<file path="src/hw/rtl/assert_macros.svh">
// assertion macros used by the core rtl file
// no dependencies; expands to nothing when SYNTHESIS is set
`ifndef ASSERT_MACROS_SVH
`define ASSERT_MACROS_SVH
`ifndef SYNTHESIS
`define QTG_ASSERT(label, prop) \
  label: assert property (@(posedge clk_i) disable iff (!rst_ni) prop) \
    else $error("qtg assertion failed");
`define QTG_ASSERT_IMPL(label, ante, cons) \
  `QTG_ASSERT(label, (ante) |-> (cons))
`else
`define QTG_ASSERT(label, prop)
`define QTG_ASSERT_IMPL(label, ante, cons)
`endif
`endif

</file>
<file path="src/hw/rtl/qtg_pkg.sv">
// constants, types and basis tables of the quintic trajectory generator
// imported by every rtl module of the block
`default_nettype none

package qtg_pkg;

  localparam int FRACTION_BITS = 16;
  localparam int DATA_WIDTH    = 32;
  localparam int GUARD_BITS    = 12;
  localparam int TAU_BITS      = 30;
  localparam int DUR_W         = DATA_WIDTH - 1;
  localparam int TERM_BITS     = 59;
  localparam int VAL_W         = TERM_BITS + 1;

  localparam int MUL_A_W   = VAL_W;
  localparam int MUL_B_W   = 42;
  localparam int MUL_P_W   = MUL_A_W + MUL_B_W;
  localparam int MUL_CNT_W = $clog2(MUL_B_W + 1);

  localparam int DIV_N_W   = VAL_W + FRACTION_BITS;
  localparam int QUO_W     = VAL_W + 1;
  localparam int DIV_CNT_W = $clog2(DIV_N_W + 1);

  localparam int QUEUE_DEPTH = 4;
  localparam int QPTR_W      = $clog2(QUEUE_DEPTH);

  localparam int CFG_IDX_W = 3;
  localparam logic [CFG_IDX_W-1:0] REG_DURATION       = 3'd0;
  localparam logic [CFG_IDX_W-1:0] REG_START_POSITION = 3'd1;
  localparam logic [CFG_IDX_W-1:0] REG_START_SPEED    = 3'd2;
  localparam logic [CFG_IDX_W-1:0] REG_START_ACCEL    = 3'd3;
  localparam logic [CFG_IDX_W-1:0] REG_END_POSITION   = 3'd4;
  localparam logic [CFG_IDX_W-1:0] REG_END_SPEED      = 3'd5;
  localparam logic [CFG_IDX_W-1:0] REG_END_ACCEL      = 3'd6;

  localparam logic [DUR_W-1:0] DURATION_RESET = DUR_W'(1) << FRACTION_BITS;

  // doubled hermite basis, [basis][derivative][power of tau] flattened
  localparam int BAS_STRIDE_I = 24;
  localparam int BAS_STRIDE_D = 6;
  localparam int BASIS_TAB [120] = '{
    0, 0, 0, 20, -30, 12,      0, 0, 60, -120, 60, 0,
    0, 120, -360, 240, 0, 0,   120, -720, 720, 0, 0, 0,
    0, 2, 0, -12, 16, -6,      2, 0, -36, 64, -30, 0,
    0, -72, 192, -120, 0, 0,   -72, 384, -360, 0, 0, 0,
    0, 0, 0, -8, 14, -6,       0, 0, -24, 56, -30, 0,
    0, -48, 168, -120, 0, 0,   -48, 336, -360, 0, 0, 0,
    0, 0, 1, -3, 3, -1,        0, 2, -9, 12, -5, 0,
    2, -18, 36, -20, 0, 0,     -18, 72, -60, 0, 0, 0,
    0, 0, 0, 1, -2, 1,         0, 0, 3, -8, 5, 0,
    0, 6, -24, 20, 0, 0,       6, -48, 60, 0, 0, 0
  };
  localparam int BASIS_TPOW [5] = '{0, 1, 1, 2, 2};

  typedef struct packed {
    logic [DUR_W-1:0]      duration;
    logic [DATA_WIDTH-1:0] start_position;
    logic [DATA_WIDTH-1:0] start_speed;
    logic [DATA_WIDTH-1:0] start_accel;
    logic [DATA_WIDTH-1:0] end_position;
    logic [DATA_WIDTH-1:0] end_speed;
    logic [DATA_WIDTH-1:0] end_accel;
  } qtg_cfg_t;

  typedef struct packed {
    logic             zero;
    logic [DUR_W-1:0] tc;
  } qtg_item_t;

  typedef struct packed {
    logic               start;
    logic [MUL_A_W-1:0] a;
    logic [MUL_B_W-1:0] b;
  } qtg_mul_req_t;

  typedef struct packed {
    logic               start;
    logic [DIV_N_W-1:0] num;
  } qtg_div_req_t;

endpackage

`default_nettype wire

</file>
<file path="src/hw/rtl/qtg_front.sv">
// front end: time clamp, zero duration flag and the item queue
// depends on qtg_pkg
`default_nettype none

module qtg_front import qtg_pkg::*; (
  input  logic                  clk_i,
  input  logic                  rst_ni,
  input  logic                  start_i,
  input  logic [DATA_WIDTH-1:0] sample_time_i,
  input  logic [DUR_W-1:0]      duration_i,
  output logic                  busy_o,
  input  logic                  pop_i,
  output qtg_item_t             head_o,
  output logic                  empty_o
);

  qtg_item_t           mem_q [QUEUE_DEPTH];
  logic [QPTR_W-1:0]   wr_ptr_q, wr_ptr_d, rd_ptr_q, rd_ptr_d;
  logic [QPTR_W:0]     count_q, count_d;
  logic                full, push, pop;
  qtg_item_t           item;
  logic signed [DATA_WIDTH:0] t_ext, dur_ext;

  always_comb begin
    t_ext   = (DATA_WIDTH+1)'($signed(sample_time_i));
    dur_ext = $signed({2'b00, duration_i});
    item.zero = (duration_i == '0);
    if (t_ext >= dur_ext) begin
      item.tc = duration_i;
    end else if (t_ext <= 0) begin
      item.tc = '0;
    end else begin
      item.tc = sample_time_i[DUR_W-1:0];
    end
  end

  assign full    = (count_q == (QPTR_W+1)'(QUEUE_DEPTH));
  assign empty_o = (count_q == '0);
  assign busy_o  = full;
  assign push    = start_i && !full;
  assign pop     = pop_i && !empty_o;
  assign head_o  = mem_q[rd_ptr_q];

  always_comb begin
    wr_ptr_d = push ? wr_ptr_q + 1'b1 : wr_ptr_q;
    rd_ptr_d = pop ? rd_ptr_q + 1'b1 : rd_ptr_q;
    count_d  = count_q;
    if (push && !pop) begin
      count_d = count_q + 1'b1;
    end else if (pop && !push) begin
      count_d = count_q - 1'b1;
    end
  end

  always_ff @(posedge clk_i or negedge rst_ni) begin
    if (!rst_ni) begin
      wr_ptr_q <= '0;
      rd_ptr_q <= '0;
      count_q  <= '0;
    end else begin
      wr_ptr_q <= wr_ptr_d;
      rd_ptr_q <= rd_ptr_d;
      count_q  <= count_d;
    end
  end

  always_ff @(posedge clk_i) begin
    if (push) begin
      mem_q[wr_ptr_q] <= item;
    end
  end

endmodule

`default_nettype wire

</file>
<file path="src/hw/rtl/qtg_mul.sv">
// bit-serial unsigned multiplier, one multiplier bit per cycle
// depends on qtg_pkg
`default_nettype none

module qtg_mul import qtg_pkg::*; (
  input  logic               clk_i,
  input  logic               rst_ni,
  input  qtg_mul_req_t       req_i,
  output logic [MUL_P_W-1:0] prod_o,
  output logic               done_o
);

  logic [MUL_P_W-1:0]   acc_q, acc_d, a_q, a_d;
  logic [MUL_B_W-1:0]   b_q, b_d;
  logic [MUL_CNT_W-1:0] cnt_q, cnt_d;
  logic                 active_q, active_d, done_q, done_d;

  always_comb begin
    acc_d    = acc_q;
    a_d      = a_q;
    b_d      = b_q;
    cnt_d    = cnt_q;
    active_d = active_q;
    done_d   = 1'b0;
    if (req_i.start) begin
      acc_d    = '0;
      a_d      = MUL_P_W'(req_i.a);
      b_d      = req_i.b;
      cnt_d    = MUL_CNT_W'(MUL_B_W);
      active_d = 1'b1;
    end else if (active_q) begin
      if (b_q[0]) begin
        acc_d = acc_q + a_q;
      end
      a_d   = a_q << 1;
      b_d   = b_q >> 1;
      cnt_d = cnt_q - 1'b1;
      if (cnt_q == MUL_CNT_W'(1)) begin
        active_d = 1'b0;
        done_d   = 1'b1;
      end
    end
  end

  always_ff @(posedge clk_i or negedge rst_ni) begin
    if (!rst_ni) begin
      cnt_q    <= '0;
      active_q <= 1'b0;
      done_q   <= 1'b0;
    end else begin
      cnt_q    <= cnt_d;
      active_q <= active_d;
      done_q   <= done_d;
    end
  end

  always_ff @(posedge clk_i) begin
    acc_q <= acc_d;
    a_q   <= a_d;
    b_q   <= b_d;
  end

  assign prod_o = acc_q;
  assign done_o = done_q;

endmodule

`default_nettype wire

</file>
<file path="src/hw/rtl/qtg_div.sv">
// restoring divider by the duration, one quotient bit per cycle
// depends on qtg_pkg; flags quotients that run past the kept width
`default_nettype none

module qtg_div import qtg_pkg::*; (
  input  logic             clk_i,
  input  logic             rst_ni,
  input  qtg_div_req_t     req_i,
  input  logic [DUR_W-1:0] den_i,
  output logic [QUO_W-1:0] quo_o,
  output logic             big_o,
  output logic             done_o
);

  logic [DIV_N_W-1:0]   n_q, n_d;
  logic [DUR_W-1:0]     rem_q, rem_d;
  logic [QUO_W-1:0]     quo_q, quo_d;
  logic                 big_q, big_d;
  logic [DIV_CNT_W-1:0] cnt_q, cnt_d;
  logic                 active_q, active_d, done_q, done_d;
  logic [DUR_W:0]       trial, diff;
  logic                 ge;

  always_comb begin
    trial = {rem_q, n_q[DIV_N_W-1]};
    diff  = trial - {1'b0, den_i};
    ge    = (trial >= {1'b0, den_i});
    n_d      = n_q;
    rem_d    = rem_q;
    quo_d    = quo_q;
    big_d    = big_q;
    cnt_d    = cnt_q;
    active_d = active_q;
    done_d   = 1'b0;
    if (req_i.start) begin
      n_d      = req_i.num;
      rem_d    = '0;
      quo_d    = '0;
      big_d    = 1'b0;
      cnt_d    = DIV_CNT_W'(DIV_N_W);
      active_d = 1'b1;
    end else if (active_q) begin
      rem_d = ge ? diff[DUR_W-1:0] : trial[DUR_W-1:0];
      quo_d = {quo_q[QUO_W-2:0], ge};
      big_d = big_q | quo_q[QUO_W-1];
      n_d   = n_q << 1;
      cnt_d = cnt_q - 1'b1;
      if (cnt_q == DIV_CNT_W'(1)) begin
        active_d = 1'b0;
        done_d   = 1'b1;
      end
    end
  end

  always_ff @(posedge clk_i or negedge rst_ni) begin
    if (!rst_ni) begin
      cnt_q    <= '0;
      active_q <= 1'b0;
      done_q   <= 1'b0;
    end else begin
      cnt_q    <= cnt_d;
      active_q <= active_d;
      done_q   <= done_d;
    end
  end

  always_ff @(posedge clk_i) begin
    n_q   <= n_d;
    rem_q <= rem_d;
    quo_q <= quo_d;
    big_q <= big_d;
  end

  assign quo_o  = quo_q;
  assign big_o  = big_q;
  assign done_o = done_q;

endmodule

`default_nettype wire

</file>
<file path="src/hw/rtl/qtg_back.sv">
// back end: sequencer over tau, its powers and the twenty hermite terms
// depends on qtg_pkg; drives the shared multiplier and divider
`default_nettype none

module qtg_back import qtg_pkg::*; (
  input  logic                  clk_i,
  input  logic                  rst_ni,
  input  qtg_cfg_t              cfg_i,
  input  qtg_item_t             item_i,
  input  logic                  empty_i,
  output logic                  pop_o,
  output qtg_mul_req_t          mul_req_o,
  input  logic [MUL_P_W-1:0]    mul_prod_i,
  input  logic                  mul_done_i,
  output qtg_div_req_t          div_req_o,
  input  logic [QUO_W-1:0]      div_quo_i,
  input  logic                  div_big_i,
  input  logic                  div_done_i,
  output logic                  done_o,
  output logic [DATA_WIDTH-1:0] position_o,
  output logic [DATA_WIDTH-1:0] velocity_o,
  output logic [DATA_WIDTH-1:0] acceleration_o,
  output logic [DATA_WIDTH-1:0] jerk_o,
  output logic                  saturated_o
);

  localparam logic [2:0] S_IDLE  = 3'd0;
  localparam logic [2:0] S_TAU   = 3'd1;
  localparam logic [2:0] S_POW   = 3'd2;
  localparam logic [2:0] S_BAS   = 3'd3;
  localparam logic [2:0] S_CHAIN = 3'd4;
  localparam logic [2:0] S_ACC   = 3'd5;

  localparam logic [1:0] SH_POW  = 2'd0;
  localparam logic [1:0] SH_MUL1 = 2'd1;
  localparam logic [1:0] SH_FRAC = 2'd2;

  localparam logic [MUL_P_W-1:0] TERM_LIMIT = MUL_P_W'(1) << TERM_BITS;
  localparam logic [63:0]        HALF       = 64'(1) << (DATA_WIDTH - 1);
  localparam logic [DUR_W-1:0]   PW_ONE     = DUR_W'(1) << TAU_BITS;
  localparam int                 BW         = 44;

  logic [2:0]            state_q, state_d;
  logic [1:0]            d_q, d_d;
  logic [2:0]            i_q, i_d, j_q, j_d, k_q, k_d;
  logic signed [2:0]     m_q, m_d;
  logic [DUR_W-1:0]      pw_q [6];
  logic [DUR_W-1:0]      pw_d [6];
  logic signed [BW-1:0]  bacc_q, bacc_d;
  logic                  neg_q, neg_d;
  logic [VAL_W-1:0]      v_q, v_d;
  logic signed [63:0]    sum_q, sum_d;
  logic                  sat_q, sat_d;
  logic [DATA_WIDTH-1:0] res_q [3];
  logic [DATA_WIDTH-1:0] res_d [3];
  logic [1:0]            sh_q, sh_d;
  logic                  use_div_q, use_div_d;
  logic                  done_q, done_d;
  logic [DATA_WIDTH-1:0] pos_q, pos_d, vel_q, vel_d, acc_q, acc_d, jerk_q, jerk_d;
  logic                  satout_q, satout_d;

  logic [MUL_P_W-1:0]    p_sh, raw;
  logic                  over, unit_done;
  logic [VAL_W-1:0]      res_v;
  logic signed [32:0]    x_cur;
  logic [32:0]           xmag;
  logic [6:0]            bidx;
  logic signed [11:0]    coef;
  logic signed [BW-1:0]  bterm, bnext, bneg;
  logic signed [63:0]    term, sum_new;
  logic [63:0]           smag, mshift;
  logic [DATA_WIDTH-1:0] fin;
  logic                  fin_sat;
  logic signed [2:0]     m_start;

  always_comb begin
    case (sh_q)
      SH_POW:  p_sh = mul_prod_i >> TAU_BITS;
      SH_MUL1: p_sh = mul_prod_i >> (TAU_BITS + 1 - GUARD_BITS);
      SH_FRAC: p_sh = mul_prod_i >> FRACTION_BITS;
      default: p_sh = mul_prod_i;
    endcase
    raw       = use_div_q ? MUL_P_W'(div_quo_i) : p_sh;
    over      = (use_div_q && div_big_i) || (raw > TERM_LIMIT);
    res_v     = over ? TERM_LIMIT[VAL_W-1:0] : raw[VAL_W-1:0];
    unit_done = use_div_q ? div_done_i : mul_done_i;
  end

  always_comb begin
    case (i_q)
      3'd0:    x_cur = 33'($signed(cfg_i.end_position)) -
                       33'($signed(cfg_i.start_position));
      3'd1:    x_cur = 33'($signed(cfg_i.start_speed));
      3'd2:    x_cur = 33'($signed(cfg_i.end_speed));
      3'd3:    x_cur = 33'($signed(cfg_i.start_accel));
      default: x_cur = 33'($signed(cfg_i.end_accel));
    endcase
    xmag    = x_cur[32] ? 33'(-x_cur) : 33'(x_cur);
    bidx    = 7'(i_q) * 7'(BAS_STRIDE_I) + 7'(d_q) * 7'(BAS_STRIDE_D) + 7'(j_q);
    coef    = 12'(BASIS_TAB[bidx]);
    bterm   = BW'(coef) * $signed({13'b0, pw_q[j_q]});
    bnext   = bacc_q + bterm;
    bneg    = -bnext;
    m_start = 3'(BASIS_TPOW[i_q]) - $signed({1'b0, d_q});
  end

  always_comb begin
    term    = neg_q ? -$signed(64'(v_q)) : $signed(64'(v_q));
    sum_new = sum_q + term;
    smag    = sum_new[63] ? 64'(-sum_new) : 64'(sum_new);
    mshift  = smag >> GUARD_BITS;
    fin_sat = 1'b0;
    if (sum_new[63]) begin
      if (mshift > HALF) begin
        fin     = HALF[DATA_WIDTH-1:0];
        fin_sat = 1'b1;
      end else begin
        fin = DATA_WIDTH'(-mshift);
      end
    end else begin
      if (mshift > HALF - 64'(1)) begin
        fin     = DATA_WIDTH'(HALF - 64'(1));
        fin_sat = 1'b1;
      end else begin
        fin = mshift[DATA_WIDTH-1:0];
      end
    end
  end

  always_comb begin
    state_d   = state_q;
    d_d       = d_q;
    i_d       = i_q;
    j_d       = j_q;
    k_d       = k_q;
    m_d       = m_q;
    pw_d      = pw_q;
    bacc_d    = bacc_q;
    neg_d     = neg_q;
    v_d       = v_q;
    sum_d     = sum_q;
    sat_d     = sat_q;
    res_d     = res_q;
    sh_d      = sh_q;
    use_div_d = use_div_q;
    done_d    = 1'b0;
    pos_d     = pos_q;
    vel_d     = vel_q;
    acc_d     = acc_q;
    jerk_d    = jerk_q;
    satout_d  = satout_q;
    pop_o     = 1'b0;
    mul_req_o = '0;
    div_req_o = '0;
    case (state_q)
      S_IDLE: begin
        if (!empty_i) begin
          pop_o = 1'b1;
          sat_d = 1'b0;
          if (item_i.zero) begin
            done_d   = 1'b1;
            pos_d    = cfg_i.start_position;
            vel_d    = cfg_i.start_speed;
            acc_d    = cfg_i.start_accel;
            jerk_d   = '0;
            satout_d = 1'b0;
          end else begin
            div_req_o.start = 1'b1;
            div_req_o.num   = DIV_N_W'({item_i.tc, TAU_BITS'(0)});
            use_div_d       = 1'b1;
            state_d         = S_TAU;
          end
        end
      end
      S_TAU: begin
        if (div_done_i) begin
          pw_d[0]         = PW_ONE;
          pw_d[1]         = div_quo_i[DUR_W-1:0];
          k_d             = 3'd2;
          mul_req_o.start = 1'b1;
          mul_req_o.a     = MUL_A_W'(div_quo_i[DUR_W-1:0]);
          mul_req_o.b     = MUL_B_W'(div_quo_i[DUR_W-1:0]);
          sh_d            = SH_POW;
          use_div_d       = 1'b0;
          state_d         = S_POW;
        end
      end
      S_POW: begin
        if (mul_done_i) begin
          pw_d[k_q] = res_v[DUR_W-1:0];
          if (k_q == 3'd5) begin
            d_d     = '0;
            i_d     = '0;
            j_d     = '0;
            bacc_d  = '0;
            sum_d   = 64'($signed(cfg_i.start_position)) <<< GUARD_BITS;
            state_d = S_BAS;
          end else begin
            k_d             = k_q + 1'b1;
            mul_req_o.start = 1'b1;
            mul_req_o.a     = MUL_A_W'(res_v[DUR_W-1:0]);
            mul_req_o.b     = MUL_B_W'(pw_q[1]);
          end
        end
      end
      S_BAS: begin
        if (j_q == 3'd5) begin
          mul_req_o.start = 1'b1;
          mul_req_o.a     = MUL_A_W'(xmag);
          mul_req_o.b     = bnext[BW-1] ? bneg[MUL_B_W-1:0] : bnext[MUL_B_W-1:0];
          sh_d            = SH_MUL1;
          use_div_d       = 1'b0;
          neg_d           = x_cur[32] ^ bnext[BW-1];
          m_d             = m_start;
          state_d         = S_CHAIN;
        end else begin
          bacc_d = bnext;
          j_d    = j_q + 1'b1;
        end
      end
      S_CHAIN: begin
        if (unit_done) begin
          sat_d = sat_q | over;
          if (m_q > 0) begin
            mul_req_o.start = 1'b1;
            mul_req_o.a     = res_v;
            mul_req_o.b     = MUL_B_W'(cfg_i.duration);
            sh_d            = SH_FRAC;
            use_div_d       = 1'b0;
            m_d             = m_q - 3'sd1;
          end else if (m_q < 0) begin
            div_req_o.start = 1'b1;
            div_req_o.num   = {res_v, FRACTION_BITS'(0)};
            use_div_d       = 1'b1;
            m_d             = m_q + 3'sd1;
          end else begin
            v_d     = res_v;
            state_d = S_ACC;
          end
        end
      end
      S_ACC: begin
        j_d    = '0;
        bacc_d = '0;
        if (i_q == 3'd4) begin
          sat_d = sat_q | fin_sat;
          if (d_q == 2'd3) begin
            done_d   = 1'b1;
            pos_d    = res_q[0];
            vel_d    = res_q[1];
            acc_d    = res_q[2];
            jerk_d   = fin;
            satout_d = sat_q | fin_sat;
            state_d  = S_IDLE;
          end else begin
            res_d[d_q] = fin;
            d_d        = d_q + 1'b1;
            i_d        = '0;
            sum_d      = '0;
            state_d    = S_BAS;
          end
        end else begin
          i_d     = i_q + 1'b1;
          sum_d   = sum_new;
          state_d = S_BAS;
        end
      end
      default: begin
        state_d = S_IDLE;
      end
    endcase
  end

  always_ff @(posedge clk_i or negedge rst_ni) begin
    if (!rst_ni) begin
      state_q   <= S_IDLE;
      d_q       <= '0;
      i_q       <= '0;
      j_q       <= '0;
      k_q       <= '0;
      m_q       <= '0;
      sh_q      <= SH_POW;
      use_div_q <= 1'b0;
      done_q    <= 1'b0;
      sat_q     <= 1'b0;
    end else begin
      state_q   <= state_d;
      d_q       <= d_d;
      i_q       <= i_d;
      j_q       <= j_d;
      k_q       <= k_d;
      m_q       <= m_d;
      sh_q      <= sh_d;
      use_div_q <= use_div_d;
      done_q    <= done_d;
      sat_q     <= sat_d;
    end
  end

  always_ff @(posedge clk_i) begin
    pw_q     <= pw_d;
    bacc_q   <= bacc_d;
    neg_q    <= neg_d;
    v_q      <= v_d;
    sum_q    <= sum_d;
    res_q    <= res_d;
    pos_q    <= pos_d;
    vel_q    <= vel_d;
    acc_q    <= acc_d;
    jerk_q   <= jerk_d;
    satout_q <= satout_d;
  end

  assign done_o         = done_q;
  assign position_o     = pos_q;
  assign velocity_o     = vel_q;
  assign acceleration_o = acc_q;
  assign jerk_o         = jerk_q;
  assign saturated_o    = satout_q;

endmodule

`default_nettype wire

</file>
<file path="src/hw/rtl/quintic_trajectory_generator_core.sv">
// the 42-step serial multiplier and 76-step serial divider are shared over twenty terms
// the back end handles one sample at a time; a four-word queue takes new samples until full
// zero duration: result strobed the cycle after the word leaves the queue
// results are strobed on done_o for one cycle; the receiver cannot stall
// reset empties the queue, duration returns to 1.0 and the other config registers to zero
`default_nettype none
`include "assert_macros.svh"

module quintic_trajectory_generator_core import qtg_pkg::*; (
  input  logic                  clk_i,
  input  logic                  rst_ni,
  input  logic                  start,
  input  logic [DATA_WIDTH-1:0] sample_time_i,
  output logic                  busy,
  input  logic                  cfg_we_i,
  input  logic [CFG_IDX_W-1:0]  cfg_idx_i,
  input  logic [DATA_WIDTH-1:0] cfg_data_i,
  output logic                  done_o,
  output logic [DATA_WIDTH-1:0] position_o,
  output logic [DATA_WIDTH-1:0] velocity_o,
  output logic [DATA_WIDTH-1:0] acceleration_o,
  output logic [DATA_WIDTH-1:0] jerk_o,
  output logic                  saturated_o
);

  qtg_cfg_t           cfg_q;
  qtg_item_t          head;
  logic               q_empty, pop;
  qtg_mul_req_t       mul_req;
  qtg_div_req_t       div_req;
  logic [MUL_P_W-1:0] mul_prod;
  logic               mul_done;
  logic [QUO_W-1:0]   div_quo;
  logic               div_big, div_done;

  always_ff @(posedge clk_i or negedge rst_ni) begin
    if (!rst_ni) begin
      cfg_q.duration       <= DURATION_RESET;
      cfg_q.start_position <= '0;
      cfg_q.start_speed    <= '0;
      cfg_q.start_accel    <= '0;
      cfg_q.end_position   <= '0;
      cfg_q.end_speed      <= '0;
      cfg_q.end_accel      <= '0;
    end else if (cfg_we_i) begin
      case (cfg_idx_i)
        REG_DURATION:       cfg_q.duration       <= cfg_data_i[DUR_W-1:0];
        REG_START_POSITION: cfg_q.start_position <= cfg_data_i;
        REG_START_SPEED:    cfg_q.start_speed    <= cfg_data_i;
        REG_START_ACCEL:    cfg_q.start_accel    <= cfg_data_i;
        REG_END_POSITION:   cfg_q.end_position   <= cfg_data_i;
        REG_END_SPEED:      cfg_q.end_speed      <= cfg_data_i;
        REG_END_ACCEL:      cfg_q.end_accel      <= cfg_data_i;
        default: begin
        end
      endcase
    end
  end

  qtg_front u_front (
    .clk_i         (clk_i),
    .rst_ni        (rst_ni),
    .start_i       (start),
    .sample_time_i (sample_time_i),
    .duration_i    (cfg_q.duration),
    .busy_o        (busy),
    .pop_i         (pop),
    .head_o        (head),
    .empty_o       (q_empty)
  );

  qtg_mul u_mul (
    .clk_i  (clk_i),
    .rst_ni (rst_ni),
    .req_i  (mul_req),
    .prod_o (mul_prod),
    .done_o (mul_done)
  );

  qtg_div u_div (
    .clk_i  (clk_i),
    .rst_ni (rst_ni),
    .req_i  (div_req),
    .den_i  (cfg_q.duration),
    .quo_o  (div_quo),
    .big_o  (div_big),
    .done_o (div_done)
  );

  qtg_back u_back (
    .clk_i          (clk_i),
    .rst_ni         (rst_ni),
    .cfg_i          (cfg_q),
    .item_i         (head),
    .empty_i        (q_empty),
    .pop_o          (pop),
    .mul_req_o      (mul_req),
    .mul_prod_i     (mul_prod),
    .mul_done_i     (mul_done),
    .div_req_o      (div_req),
    .div_quo_i      (div_quo),
    .div_big_i      (div_big),
    .div_done_i     (div_done),
    .done_o         (done_o),
    .position_o     (position_o),
    .velocity_o     (velocity_o),
    .acceleration_o (acceleration_o),
    .jerk_o         (jerk_o),
    .saturated_o    (saturated_o)
  );

  `QTG_ASSERT_IMPL(busy_after_push_a, $rose(busy), $past(start))
  `QTG_ASSERT_IMPL(full_not_empty_a, busy, !q_empty)
  `QTG_ASSERT(units_exclusive_a, !(mul_req.start && div_req.start))

endmodule

`default_nettype wire
</file>
<file path="config.mk">
export PLATFORM = sky130hd
export DESIGN_NAME = quintic_trajectory_generator_core
export DESIGN_NICKNAME = d
export VERILOG_FILES = /design/src/hw/rtl/qtg_pkg.sv /design/src/hw/rtl/qtg_front.sv /design/src/hw/rtl/qtg_mul.sv /design/src/hw/rtl/qtg_div.sv /design/src/hw/rtl/qtg_back.sv /design/src/hw/rtl/quintic_trajectory_generator_core.sv
export VERILOG_INCLUDE_DIRS = /design/src /design/src/hw/rtl
export SDC_FILE = /design/constraint.sdc
export NUM_CORES = 2
export LEC_CHECK = 0
export BUFFER_PORTS_ARGS = -buffer_cell sky130_fd_sc_hd__buf_2
export CAP_MARGIN = 20
export CORE_ASPECT_RATIO = 1.4
export CORE_MARGIN = 5
export CORE_UTILIZATION = 25
export DETAILED_ROUTE_END_ITERATION = 10
export GPL_ROUTABILITY_DRIVEN = 0
export HOLD_SLACK_MARGIN = 0.12
export PLACE_DENSITY_LB_ADDON = 0.12
export REMOVE_ABC_BUFFERS = 1
export SYNTH_ARGS = -nofsm -noshare
export SYNTH_HDL_FRONTEND = slang
export SYNTH_SLANG_ARGS = --single-unit
</file>
<file path="constraint.sdc">
create_clock -name clk_i -period 14.22 [get_ports clk_i]
set_clock_uncertainty 0.1 [all_clocks]
set_input_delay 1.422 -clock clk_i [delete_from_list [all_inputs] [get_ports clk_i]]
set_output_delay 1.422 -clock clk_i [all_outputs]
set_load 0.1 [all_outputs]
</file>
==> metrics.csv <==
stage,metric,value,unit
sta,final_max_slew_viol_count,0,
die,pin_count,202,
drt,drc_errors,0,
placed_design,pre_cts_slack,1610,ps
worst_setup_path,crit_fanout,22,
die,rows,262,
worst_setup_path,arrival,13090,ps
sta,fin_ws,1590,ps
clock_network,cts_buffers,161,
layout,stdcell_area,104000,sq um
drt,num_vias,74316,
die,dieArea,378000,sq um
worst_setup_path,cp_slowest_cell,xnor2_2,
sta,finalHoldViolations,0,
layout,final_nets,10135,
clock_network,cts.clk_slew.worst_paths,70,ps
global_routing,antenna_found_initial,69,
logic_synthesis,synth_most_common_cell,nand2_1,
sta,relSlewSlack,11.5,%
clock_network,root_buffer,clkbuf_16,
flow_run,maxCapViolCount,0,
clock_network,cts_num_sinks,1376,
worst_setup_path,crit_top_cell,fa_1,
logic_synthesis,syn_inst,9256,
global_routing,grt_max_degree,136,
die,start_util,25.1,%
sta,tightest_slew,1320,ps
logic_synthesis,synth.area.top_cells,"edfxtp_1 29%, fa_1 7.5%, dfrtp_1 7.3%",
clock_network,ctsResizeCount,0,
logic_synthesis,synth_top_area_share,28.6,%
sta,tns,0,ps
drt,drtPass1Iterations,10,
sta,fin_crit,12630,ps
clock_network,cts_setup_buffers,0,
clock_network,clock_latency,850,ps
global_routing,grtUsageTotal,20.2,%
clock_network,cts_tree,yes,
layout,synthToLayoutAreaGrowth,13.6,%
worst_setup_path,critical_path_class,flip-flop to flip-flop,
logic_synthesis,synth_commonest_cells,"1381 x nand2_1, 870 x edfxtp_1, 723 x nor2_1, 602 x a21oi_1, 516 x o21ai_0",
drt,vias_per_cell,5.18,
global_routing,grt_pass1_wl,562000,um
hold_path,hold_path.class,input pin to asynchronous set/reset pin,
die,die_h,726,um
die,die_w,521,um
logic_synthesis,synth_edf_count,870,
logic_synthesis,syn_avg_cell_area,9.88,sq um
worst_setup_path,endpoint_kind,flip-flop,
global_routing,gr-total-overflow,0,
placed_design,dp_hpwl,299000,um
sta,max_freq,79.2,MHz
worst_setup_path,slowest_delay,900,ps
worst_setup_path,worstReg2RegStart,u_back.d_q[0],
logic_synthesis,yosysTopAreaCell,edfxtp_1,
logic_synthesis,ys_seq_elements,1376,
worst_setup_path,crit_start,u_back.d_q[0],
logic_synthesis,synth_flop_cell,edfxtp_1,
drt,drt_iter0_markers,6609,
clock_network,htreeDepth,4,
outcome,outcome,"finished, final reports clean",
worst_setup_path,cp.required,14680,ps
global_routing,grt_pass1_vias,75300,
placed_design,io_buffers,201,
drt,antenna_left,0,
placed_design,place_area,98600,sq um
logic_synthesis,ys_seq_area_share,41.1,%
clock_network,clockBufferDepth,4,
logic_synthesis,async_flop_share,19.5,%
sta,setup_viol,0,
clock_network,ctsHoldBuffers,0,
drt,wl_per_cell,27.5,um
die,core,364000,sq um
drt,drt-total-wl,395000,um
layout,layout-drive-gt1-share,11.8,%
worst_setup_path,start_kind,flip-flop,
logic_synthesis,ys_types,110,
sta,fin_crit_sh,88.8,%
logic_synthesis,syn_area,91500,sq um
sta,grt_setup_unrepaired,no,
logic_synthesis,synth_warnings,0,
path summary, 6_finish.rpt:
| kind | endpoint | slack, ps | cells after the start |
|---|---|---|---|
| hold reg to reg | u_div.big_o | 370 | 2 |
| max in group asynchronous | cfg_q[46] | 10790 | 4 |
| min in group clk_i | u_div.big_o | 370 | 2 |
| setup / recovery | u_mul.b_q[24] | 1590 | 35 |
| setup reg to reg | u_mul.b_q[24] | 1590 | 35 |
| hold / removal | u_front.count_q[2] | 360 | 1 |
layout by cell type (no fill, tap or decap), drive strengths merged, types with 123 or more instances in the layout:
cell type / netlist / final
a21o: 210 / 210
a21oi: 603 / 603
buf: 61 / 403
clkbuf: 457 / 214
dfrtp: 268 / 268
dfxtp: 237 / 237
edfxtp: 870 / 870
fa: 341 / 341
ha: 419 / 419
inv: 492 / 495
mux2: 178 / 178
mux2i: 208 / 208
mux4: 123 / 123
nand2: 1381 / 1381
nand3: 149 / 149
nor2: 724 / 724
nor3: 143 / 143
o21ai: 535 / 535
xnor2: 253 / 253
xor2: 139 / 139
layer usage:
metal	GRT usage [%]	part of all wire [%]
met3	2.50	4.5
met2	35.4	50
met4	10.8	6.2
met5	0	0.054
met1	24.1	39
through the flow:
step	instances	util, %	hold slack [ps]
global route	14345	28.5	367
global placement	14013	27.0	358
finish	14359	28.5	362
floorplan	8738	-	338
detailed placement	14023	27.1	363
CTS	14310	28.5	343
logic make-up after synthesis:
family / synth area share (%)
XOR/XNOR: 3.76
AND/OR/NAND/NOR: 15.1
multiplexers: 7.50
adder cells (fa/ha/maj): 13.2
AO/OA/AOI/OAI: 15.1
buffers and inverters: 4.20
flip-flops: 41.1
state kept, by name, summed over array words and instances (netlist names), 6 cells and up:
signal and flops:
cfg_q 223, u_back.pw_q 186, u_front.mem_q 128, u_mul.a_q 102
u_mul.prod_o 102, u_back.res_q 96, u_back.sum_q 64, u_div.quo_o 61
u_back.v_q 60, u_div.n_q 60, u_back.bacc_q 44, u_mul.b_q 42
u_back.acceleration_o 32, u_back.jerk_o 32, u_back.position_o 32, u_back.velocity_o 32
u_div.rem_q 31, u_div.cnt_q 7, u_mul.cnt_q 6
worst max-delay path: cells and delay by family (launching register included):
| kind | cells | cell delay (ps) |
|---|---|---|
| compound gates | 15 | 4180 |
| fa+ha+maj | 9 | 4120 |
| xor+xnor | 3 | 2020 |
| buf+inv | 5 | 860 |
| simple gates | 3 | 550 |
| flops | 1 | 480 |
layout make-up:
cell class	count	area, sq um
antenna	47	118
clock buffer	214	4450
clock inverter	73	656
fill	38244	260000
inverter	494	1860
multi-input combinational	6868	50400
sequential	1376	37600
tap	4884	6110
timing repair buffer	403	2620
Power is left out: the tool's default activity adds up to more than one toggle a clock period on the data nets, which glitch-free logic cannot reach.
